**src/hw/rtl/srrw_pkg.sv**
```systemverilog
// Shared types and constants of the selective-repeat receive window.
`default_nettype none
package srrw_pkg;

    // Number of buffer slots; a power of two so that the slot of a number is its low bits.
    localparam int DEPTH  = 16;
    localparam int SLOT_W = $clog2(DEPTH);
    localparam int SEQ_W  = 32;
    localparam int PAY_W  = 64;
    localparam int LEN_W  = 11;
    localparam int WIN_W  = 5;

    typedef enum logic [1:0] {
        KIND_DELIVER = 2'd0,
        KIND_RR      = 2'd1,
        KIND_SREJ    = 2'd2,
        KIND_EOFACK  = 2'd3
    } t_kind;

    typedef enum logic [2:0] {
        S_IDLE,
        S_DECIDE,
        S_LOOKUP,
        S_DRAIN,
        S_TAIL
    } t_state;

    // Where an arriving sequence number falls relative to the window.
    typedef struct packed {
        logic behind;
        logic at_exp;
        logic ahead;
    } t_class;

    typedef struct packed {
        logic [PAY_W-1:0] payload;
        logic [LEN_W-1:0] len;
        logic             eof;
    } t_slot;

endpackage
`default_nettype wire

```
**src/hw/rtl/srrw_classify.sv**
```systemverilog
// Window position compare of an arriving sequence number.
`default_nettype none
module srrw_classify (
    input  wire logic [srrw_pkg::SEQ_W-1:0] i_seq,
    input  wire logic [srrw_pkg::SEQ_W-1:0] i_exp,
    input  wire logic [srrw_pkg::WIN_W-1:0] i_win,
    output srrw_pkg::t_class                o_class
);

    logic [srrw_pkg::SEQ_W:0] w_win_eff;
    logic [srrw_pkg::SEQ_W:0] w_edge;

    always_comb begin
        // A window wider than the slot array acts as the slot array.
        if ({{(srrw_pkg::SEQ_W+1-srrw_pkg::WIN_W){1'b0}}, i_win} >
                (srrw_pkg::SEQ_W+1)'(srrw_pkg::DEPTH)) begin
            w_win_eff = (srrw_pkg::SEQ_W+1)'(srrw_pkg::DEPTH);
        end else begin
            w_win_eff = {{(srrw_pkg::SEQ_W+1-srrw_pkg::WIN_W){1'b0}}, i_win};
        end
        // The edge is formed without wrap, so near the top of the number space the window does not reach past zero.
        w_edge = {1'b0, i_exp} + w_win_eff;
        o_class.behind = (i_seq < i_exp);
        o_class.at_exp = (i_seq == i_exp);
        o_class.ahead  = (i_seq > i_exp) && ({1'b0, i_seq} < w_edge);
    end

endmodule
`default_nettype wire

```
**src/hw/rtl/selective_repeat_receive_window_core.sv**
```systemverilog
// Top level of the selective-repeat receive window.
`default_nettype none
// Receiver side of a selective-repeat ARQ window. Each input beat is one arriving packet;
// each output beat is one result: a delivered payload, an RR, an SREJ or an EOF ack, with
// o_last marking the final result of a packet. Packets with a bad checksum or beyond the
// window produce nothing. Packets ahead of the expected number are held in a 16-slot
// buffer memory (one read and one write port, registered read data) indexed by the low
// bits of the sequence number; filled and SREJ-sent flags live in flip-flops cleared by
// reset. One packet is handled at a time. A dropped, late or out-of-order packet only
// passes the decide step. An in-order packet is delivered in the decide step; then, for
// each buffered packet it releases, a lookup step checks its flag and reads the buffer
// memory and a drain step presents it; a final lookup finds the next slot empty and a
// tail step sends the RR. If the packet itself or the last released one is an end-of-file
// packet, the final lookup is skipped and the tail step sends the EOF ack. A stalled
// output stalls the sequencer. A finished result may wait in the output register
// while a new packet is being accepted. The window_size register sits at byte address 0
// of the APB port; it must only be written while the block is idle.
module selective_repeat_receive_window_core (
    input  wire logic                          i_clk,
    input  wire logic                          i_rst_n,
    // Configuration port.
    input  wire logic                          psel,
    input  wire logic                          penable,
    input  wire logic                          pwrite,
    input  wire logic [2:0]                    paddr,
    input  wire logic [31:0]                   pwdata,
    output logic      [31:0]                   prdata,
    output logic                               pready,
    // Packet input channel.
    input  wire logic                          i_valid,
    output logic                               o_ready,
    input  wire logic [srrw_pkg::SEQ_W-1:0]    i_seq,
    input  wire logic                          i_checksum_ok,
    input  wire logic                          i_is_eof,
    input  wire logic [srrw_pkg::PAY_W-1:0]    i_payload,
    input  wire logic [srrw_pkg::LEN_W-1:0]    i_payload_len,
    // Result output channel.
    output logic                               o_valid,
    input  wire logic                          i_ready,
    output logic      [1:0]                    o_kind,
    output logic      [srrw_pkg::SEQ_W-1:0]    o_ack_seq,
    output logic      [srrw_pkg::PAY_W-1:0]    o_out_payload,
    output logic      [srrw_pkg::LEN_W-1:0]    o_out_len,
    output logic                               o_out_eof,
    output logic                               o_last
);

    // Control state.
    srrw_pkg::t_state                 r_state;
    srrw_pkg::t_state                 n_state;
    logic [srrw_pkg::SEQ_W-1:0]       r_exp;
    logic [srrw_pkg::WIN_W-1:0]       r_win;
    logic [srrw_pkg::DEPTH-1:0]       r_filled;
    logic [srrw_pkg::DEPTH-1:0]       r_srej;
    logic                             r_tail_eof;
    logic                             n_tail_eof;

    // Latched input beat.
    logic [srrw_pkg::SEQ_W-1:0]       r_in_seq;
    logic                             r_in_ok;
    logic                             r_in_eof;
    logic [srrw_pkg::PAY_W-1:0]       r_in_payload;
    logic [srrw_pkg::LEN_W-1:0]       r_in_len;

    // Slot buffer memory and its registered read data.
    srrw_pkg::t_slot                  r_mem [srrw_pkg::DEPTH];
    srrw_pkg::t_slot                  r_rd_data;

    // Output register.
    logic                             r_out_valid;
    srrw_pkg::t_kind                  r_out_kind;
    logic [srrw_pkg::SEQ_W-1:0]       r_out_ack;
    logic [srrw_pkg::PAY_W-1:0]       r_out_payload;
    logic [srrw_pkg::LEN_W-1:0]       r_out_len;
    logic                             r_out_eof;
    logic                             r_out_last;

    // Combinational control.
    srrw_pkg::t_class                 w_class;
    logic [srrw_pkg::SLOT_W-1:0]      w_slot_exp;
    logic [srrw_pkg::SLOT_W-1:0]      w_slot_in;
    logic                             w_out_ok;
    logic                             w_in_acc;
    logic                             w_cfg_wr;
    logic                             w_emit;
    srrw_pkg::t_kind                  w_kind;
    logic [srrw_pkg::SEQ_W-1:0]       w_ack;
    logic [srrw_pkg::PAY_W-1:0]       w_pay;
    logic [srrw_pkg::LEN_W-1:0]       w_len;
    logic                             w_eof;
    logic                             w_last;
    logic                             w_exp_inc;
    logic                             w_clr;
    logic                             w_set_srej;
    logic                             w_fill;
    logic                             w_rd;
    logic                             w_tail_load;

    assign w_slot_exp = r_exp[srrw_pkg::SLOT_W-1:0];
    assign w_slot_in  = r_in_seq[srrw_pkg::SLOT_W-1:0];
    // The output register can take a new result when it is empty or being drained now.
    assign w_out_ok   = !r_out_valid || i_ready;
    assign w_in_acc   = i_valid && o_ready;
    // No packet is taken while reset is held.
    assign o_ready    = i_rst_n && (r_state == srrw_pkg::S_IDLE);

    // APB register access; only word 0 holds a register.
    assign pready   = 1'b1;
    assign w_cfg_wr = psel && penable && pwrite && pready && (paddr[2] == 1'b0);
    assign prdata   = (paddr[2] == 1'b0) ? {{(32-srrw_pkg::WIN_W){1'b0}}, r_win} : 32'd0;

    srrw_classify u_classify (
        .i_seq   (r_in_seq),
        .i_exp   (r_exp),
        .i_win   (r_win),
        .o_class (w_class)
    );

    // Next state and per-cycle actions of the packet sequencer.
    always_comb begin
        n_state     = r_state;
        n_tail_eof  = r_tail_eof;
        w_tail_load = 1'b0;
        w_emit      = 1'b0;
        w_kind      = srrw_pkg::KIND_RR;
        w_ack       = '0;
        w_pay       = '0;
        w_len       = '0;
        w_eof       = 1'b0;
        w_last      = 1'b0;
        w_exp_inc   = 1'b0;
        w_clr       = 1'b0;
        w_set_srej  = 1'b0;
        w_fill      = 1'b0;
        w_rd        = 1'b0;
        case (r_state)
            srrw_pkg::S_IDLE: begin
                if (w_in_acc) begin
                    n_state = srrw_pkg::S_DECIDE;
                end
            end
            srrw_pkg::S_DECIDE: begin
                if (!r_in_ok) begin
                    n_state = srrw_pkg::S_IDLE;
                end else if (w_out_ok) begin
                    n_state = srrw_pkg::S_IDLE;
                    if (w_class.behind) begin
                        w_emit = 1'b1;
                        w_kind = srrw_pkg::KIND_RR;
                        w_ack  = r_exp;
                        w_last = 1'b1;
                    end else if (w_class.at_exp) begin
                        // Deliver the arriving packet and retire its slot.
                        w_emit      = 1'b1;
                        w_kind      = srrw_pkg::KIND_DELIVER;
                        w_pay       = r_in_payload;
                        w_len       = r_in_len;
                        w_eof       = r_in_eof;
                        w_clr       = 1'b1;
                        w_exp_inc   = 1'b1;
                        w_tail_load = 1'b1;
                        n_tail_eof  = r_in_eof;
                        n_state     = r_in_eof ? srrw_pkg::S_TAIL : srrw_pkg::S_LOOKUP;
                    end else if (w_class.ahead) begin
                        w_fill = !r_filled[w_slot_in];
                        if (!r_srej[w_slot_exp]) begin
                            w_emit     = 1'b1;
                            w_kind     = srrw_pkg::KIND_SREJ;
                            w_ack      = r_exp;
                            w_last     = 1'b1;
                            w_set_srej = 1'b1;
                        end
                    end
                end
            end
            srrw_pkg::S_LOOKUP: begin
                if (r_filled[w_slot_exp]) begin
                    w_rd    = 1'b1;
                    n_state = srrw_pkg::S_DRAIN;
                end else begin
                    w_tail_load = 1'b1;
                    n_tail_eof  = 1'b0;
                    n_state     = srrw_pkg::S_TAIL;
                end
            end
            srrw_pkg::S_DRAIN: begin
                if (w_out_ok) begin
                    w_emit    = 1'b1;
                    w_kind    = srrw_pkg::KIND_DELIVER;
                    w_pay     = r_rd_data.payload;
                    w_len     = r_rd_data.len;
                    w_eof     = r_rd_data.eof;
                    w_clr     = 1'b1;
                    w_exp_inc = 1'b1;
                    if (r_rd_data.eof) begin
                        w_tail_load = 1'b1;
                        n_tail_eof  = 1'b1;
                        n_state     = srrw_pkg::S_TAIL;
                    end else begin
                        n_state = srrw_pkg::S_LOOKUP;
                    end
                end
            end
            srrw_pkg::S_TAIL: begin
                if (w_out_ok) begin
                    w_emit  = 1'b1;
                    w_kind  = r_tail_eof ? srrw_pkg::KIND_EOFACK : srrw_pkg::KIND_RR;
                    w_ack   = r_tail_eof ? '0 : r_exp;
                    w_last  = 1'b1;
                    n_state = srrw_pkg::S_IDLE;
                end
            end
            default: begin
                n_state = srrw_pkg::S_IDLE;
            end
        endcase
    end

    always_ff @(posedge i_clk) begin
        if (!i_rst_n) begin
            r_state <= srrw_pkg::S_IDLE;
        end else begin
            r_state <= n_state;
        end
    end

    // Window state: expected number, per-slot flags and the window register.
    always_ff @(posedge i_clk) begin
        if (!i_rst_n) begin
            r_exp      <= '0;
            r_win      <= srrw_pkg::WIN_W'(16);
            r_filled   <= '0;
            r_srej     <= '0;
            r_tail_eof <= 1'b0;
        end else begin
            if (w_cfg_wr) begin
                r_win <= pwdata[srrw_pkg::WIN_W-1:0];
            end
            if (w_exp_inc) begin
                r_exp <= r_exp + 32'd1;
            end
            if (w_tail_load) begin
                r_tail_eof <= n_tail_eof;
            end
            if (w_clr) begin
                r_filled[w_slot_exp] <= 1'b0;
                r_srej[w_slot_exp]   <= 1'b0;
            end
            if (w_set_srej) begin
                r_srej[w_slot_exp] <= 1'b1;
            end
            if (w_fill) begin
                r_filled[w_slot_in] <= 1'b1;
            end
        end
    end

    // Input beat capture.
    always_ff @(posedge i_clk) begin
        if (w_in_acc) begin
            r_in_seq     <= i_seq;
            r_in_ok      <= i_checksum_ok;
            r_in_eof     <= i_is_eof;
            r_in_payload <= i_payload;
            r_in_len     <= i_payload_len;
        end
    end

    // Slot buffer. Writes come only from the decide step and reads only from the drain
    // walk, which never overlap, so no forwarding is needed.
    always_ff @(posedge i_clk) begin
        if (w_fill) begin
            r_mem[w_slot_in] <= '{payload: r_in_payload, len: r_in_len, eof: r_in_eof};
        end
        if (w_rd) begin
            r_rd_data <= r_mem[w_slot_exp];
        end
    end

    // Output register: it loads a result whenever the sequencer emits one.
    always_ff @(posedge i_clk) begin
        if (!i_rst_n) begin
            r_out_valid <= 1'b0;
        end else if (w_emit) begin
            r_out_valid <= 1'b1;
        end else if (i_ready) begin
            r_out_valid <= 1'b0;
        end
    end

    always_ff @(posedge i_clk) begin
        if (w_emit) begin
            r_out_kind    <= w_kind;
            r_out_ack     <= w_ack;
            r_out_payload <= w_pay;
            r_out_len     <= w_len;
            r_out_eof     <= w_eof;
            r_out_last    <= w_last;
        end
    end

    assign o_valid       = r_out_valid;
    assign o_kind        = r_out_kind;
    assign o_ack_seq     = r_out_ack;
    assign o_out_payload = r_out_payload;
    assign o_out_len     = r_out_len;
    assign o_out_eof     = r_out_eof;
    assign o_last        = r_out_last;

    // An accepted packet is always examined in the following cycle.
    a_accept_decide: assert property (@(posedge i_clk) disable iff (!i_rst_n)
        w_in_acc |=> (r_state == srrw_pkg::S_DECIDE))
        else $error("accepted packet not examined");

    // The drain walk only presents slots whose filled flag is set.
    a_drain_filled: assert property (@(posedge i_clk) disable iff (!i_rst_n)
        (r_state == srrw_pkg::S_DRAIN) |-> r_filled[w_slot_exp])
        else $error("drain of an empty slot");

    // Every delivery advances the expected number by one.
    a_deliver_advance: assert property (@(posedge i_clk) disable iff (!i_rst_n)
        (w_emit && (w_kind == srrw_pkg::KIND_DELIVER)) |=> (r_exp == $past(r_exp) + 32'd1))
        else $error("delivery without advance");

    // A result is never emitted while the output register holds an untaken one.
    a_no_overwrite: assert property (@(posedge i_clk) disable iff (!i_rst_n)
        w_emit |-> (!r_out_valid || i_ready))
        else $error("output register overwritten");

endmodule
`default_nettype wire
```
**config.mk**
```make
export PLATFORM = sky130hd
export DESIGN_NAME = selective_repeat_receive_window_core
export DESIGN_NICKNAME = d
export VERILOG_FILES = /design/src/hw/rtl/srrw_pkg.sv /design/src/hw/rtl/srrw_classify.sv /design/src/hw/rtl/selective_repeat_receive_window_core.sv
export SDC_FILE = /design/constraint.sdc
export NUM_CORES = 2
export LEC_CHECK = 0
export BUFFER_PORTS_ARGS = -buffer_cell sky130_fd_sc_hd__buf_2
export CAP_MARGIN = 20
export CORE_MARGIN = 1.5
export CORE_UTILIZATION = 55
export DETAILED_ROUTE_END_ITERATION = 16
export GPL_ROUTABILITY_DRIVEN = 0
export HOLD_SLACK_MARGIN = 0.02
export PLACE_DENSITY = 0.75
export SLEW_MARGIN = 10
export SYNTH_ARGS = -nofsm -noshare
export SYNTH_HDL_FRONTEND = slang
export SYNTH_HIERARCHICAL = 1
export SYNTH_SLANG_ARGS = --single-unit
```
**constraint.sdc**
```tcl
create_clock -name i_clk -period 8.76 [get_ports i_clk]
set_clock_uncertainty 0.1 [all_clocks]
set_input_delay 1.314 -clock i_clk [delete_from_list [all_inputs] [get_ports i_clk]]
set_output_delay 1.314 -clock i_clk [all_outputs]
set_load 0.01 [all_outputs]
```
==> results.py <==
metrics = {
    "status": {
        "status": "completed",
    },
    "yosys": {
        "synth_fa_ha_area_share_pct": 1.49,
        "synth.distinct_cells": 71,
        "synth_simple_gate_area_share_pct": 2.93,
        "synth_edf_count": 1512,
        "synth_top_family_by_area": "multiplexers",
        "avgSynthCellArea_sq_um": 21.3,
        "synth_compound_area_share_pct": 2.80,
        "yosysSeqAreaShare_pct": 76.1,
        "async_reset_ff_share_pct": 0,
        "syn_area_sq_um": 61600,
        "synth_flop_cell": "edfxtp_1",
        "synth_xor_area_share_pct": 0.682,
        "synth_warnings": 6,
        "ys_ff_latch": 1586,
        "syn-instance-count": 2889,
        "muxShareOfSynthArea_pct": 14.3,
    },
    "run": {
        "maxCapViolations": 0,
    },
    "layout": {
        "mostFrequentLayoutCell": "edfxtp_1",
        "nets": 3424,
        "n_fill_cell": 7201,
        "regArea_sq_um": 46900,
        "final_cell_area_sq_um": 69900,
        "layout.cells.most_common_list": "edfxtp_1 (1,512), mux4_2 (387), buf_2 (239)",
        "drive_gt1_share_pct": 28.3,
        "multi_input_area_sq_um": 13900,
        "antennaDiodeCount": 0,
        "syn2layout_area_growth_pct": 13.4,
        "utilization_pct": 63.1,
    },
    "timing": {
        "setup_violations": 0,
        "tightestPinTransition_ns": 1.20,
        "relSlewSlack_pct": 20.3,
        "setup_slack_ns": 1.73,
        "final_max_slew_viol_count": 0,
        "final.period_utilization_pct": 80.3,
        "min_period_ns": 7.03,
        "hold_violations": 0,
        "fmax_mhz": 142,
        "grt_setup_unrepaired": "no",
    },
    "min_path": {
        "min_path_type": "flip-flop to flip-flop",
        "min-delay-start": "r_srej[14]",
        "min_path_cells": 2,
    },
    "critical_path": {
        "worstPathArrival_ns": 7.38,
        "cp-startpoint": "r_exp[0]",
        "reg2reg_slack_ns": 1.73,
        "rr_worst_depth": 19,
        "regToRegEndpoint": "r_mem[4][17]",
        "crit_end": "r_mem[4][17]",
        "critical_path_required_ns": 9.11,
        "path_max_fanout": 45,
        "criticalPathCategory": "flip-flop to flip-flop",
        "end_kind": "flip-flop",
        "r2r-start": "r_exp[0]",
        "startpoint_type": "flip-flop",
    },
    "floorplanning": {
        "row_count": 122,
        "pin_count": 297,
        "dieArea_sq_um": 114000,
        "core_sq_um": 111000,
        "die_w_um": 338,
        "die_h_um": 338,
        "initial_core_util_pct": 55.6,
    },
    "global_route": {
        "grt_pass1_wl_um": 213000,
        "overflow": 0,
        "grt_max_degree": 77,
        "grt_usage_pct": 25.9,
        "antenna_found_initial": 2,
        "first_global_vias": 31900,
    },
    "drt": {
        "wl_um": 146000,
        "drcViolationCount": 0,
        "viasPerCell": 6.44,
        "antenna_left": 0,
        "vias": 31000,
        "post_drt_wl_per_cell_um": 30.4,
        "drtIter0Drc": 3844,
        "drt-pass1-iter-count": 6,
    },
    "clock_tree": {
        "hold_buffers": 0,
        "clkTransAtPathRegs_ns": 0.06,
        "clockBufferDepth": 3,
        "post_cts_resize_count": 0,
        "h-tree-depth": 4,
        "clkSinkCount": 1586,
        "clk_latency_ns": 0.78,
        "cts_buffers": 157,
        "post_cts_buffers": 0,
        "root_buffer": "clkbuf_16",
        "cts_tree": "built",
    },
    "placed_design": {
        "hpwlAfterDp_um": 72100,
        "port_buffers": 239,
        "pre_cts_slack_ns": 1.89,
        "place_area_sq_um": 64700,
    },
    "power": {
        "power_density_nw_per_um2": 219,
        "p_leak_nw": 21.7,
        "max-vdd-ir-drop_mv": 0.188,
    },
}
synthesized netlist by cell type (31+ instances only):
| library cell | instances | area, sq um |
|---|---|---|
| a21oi_1 | 66 | 330 |
| nand3_1 | 47 | 235 |
| clkbuf_1 | 69 | 259 |
| nor2_1 | 50 | 188 |
| nand4_1 | 36 | 225 |
| inv_1 | 55 | 206 |
| dfxtp_1 | 74 | 1480 |
| edfxtp_1 | 1512 | 45400 |
| nand2_1 | 50 | 188 |
| mux4_2 | 387 | 8720 |
| buf_2 | 46 | 230 |
| a22o_1 | 77 | 674 |
| ha_1 | 72 | 901 |
| xnor2_1 | 44 | 385 |
| buf_4 | 31 | 233 |
cell type report:
| cell class | count | area share [%] |
|---|---|---|
| inverters | 56 | 0.315 |
| multi-input cells | 1103 | 19.9 |
| clock inverters | 94 | 1.53 |
| clock buffers | 192 | 5.86 |
| well taps | 1488 | 2.66 |
| flip-flops and latches | 1586 | 67.1 |
| repair buffers | 296 | 2.63 |
registers in the layout, summed over array words and instances, names as in the netlist, 2 cells and up, named ones only:
register	flops
r_srej	15
o_kind	2
r_mem	1216
r_win	5
r_state	3
r_exp	32
r_filled	16
r_in_seq	32
r_in_len	11
o_out_payload	64
o_ack_seq	32
r_in_payload	64
r_rd_data	76
o_out_len	11
cell families (layout without fill, tap and decap cells):
| kind of cell | Yosys count | after routing |
|---|---|---|
| other | 2 | 28 |
| flip-flops | 1586 | 1586 |
| adder cells (fa/ha/maj) | 73 | 73 |
| buffers and inverters | 226 | 638 |
| XOR/XNOR | 48 | 48 |
| multiplexers | 396 | 396 |
| AO/OA/AOI/OAI | 234 | 234 |
| AND/OR/NAND/NOR | 324 | 324 |
how the worst min path moves through the flow:
stage,end,slack [ns]
after floorplan,r_srej[10],0.33
after global placement,r_srej[9],0.34
after detailed placement,r_srej[10],0.35
after CTS,r_srej[14],0.36
after global routing,r_srej[14],0.39
final,r_srej[14],0.36
critical path: stages (launching register included):
cell	delay [ns]
dfxtp_4	0.91
ha_1	0.32
fa_1	0.23
a21o_1	0.13
a21oi_1	0.10
o21bai_1	0.53
nand4_1	0.27
nor3_1	0.27
xnor2_1	0.16
ha_1	0.27
a21o_1	0.16
a21o_1	0.17
a21oi_1	0.27
o211ai_1	0.18
a21oi_1	0.16
o211a_1	0.34
nand4bb_1	0.46
or3_1	0.56
inv_4	0.70
buf_12	0.36
report_power, final:
part	total (mW)	leakage [nW]	internal (mW)	switching, mW
combinational	0.160	5.03	0.0532	0.106
sequential	8.39	14.2	8.31	0.0808
clock	6.73	2.50	3.86	2.87
total	15.3	21.7	12.2	3.06
per-layer routing:
metal	global-route usage (%)	vias up	share of wire [%]
met3	4.88	272	9.3
met1	34.9	16200	38
met2	43.4	1925	50
met5	0	-	0.0048
li1	-	12600	-
met4	7.95	2	2.7
stage by stage:
step / TNS [ns] / power (mW) / hold WS [ns] / instances
floorplan: -379.26 / 8.61 / 0.329 / 2915
global placement: 0 / 8.69 / 0.338 / 4527
detailed placement: 0 / 8.71 / 0.352 / 4528
CTS: 0 / 15.4 / 0.362 / 4814
global route: 0 / 15.7 / 0.385 / 4815
finish: 0 / 15.3 / 0.362 / 4815
No activity file was read; power rests on OpenSTA's default activity.
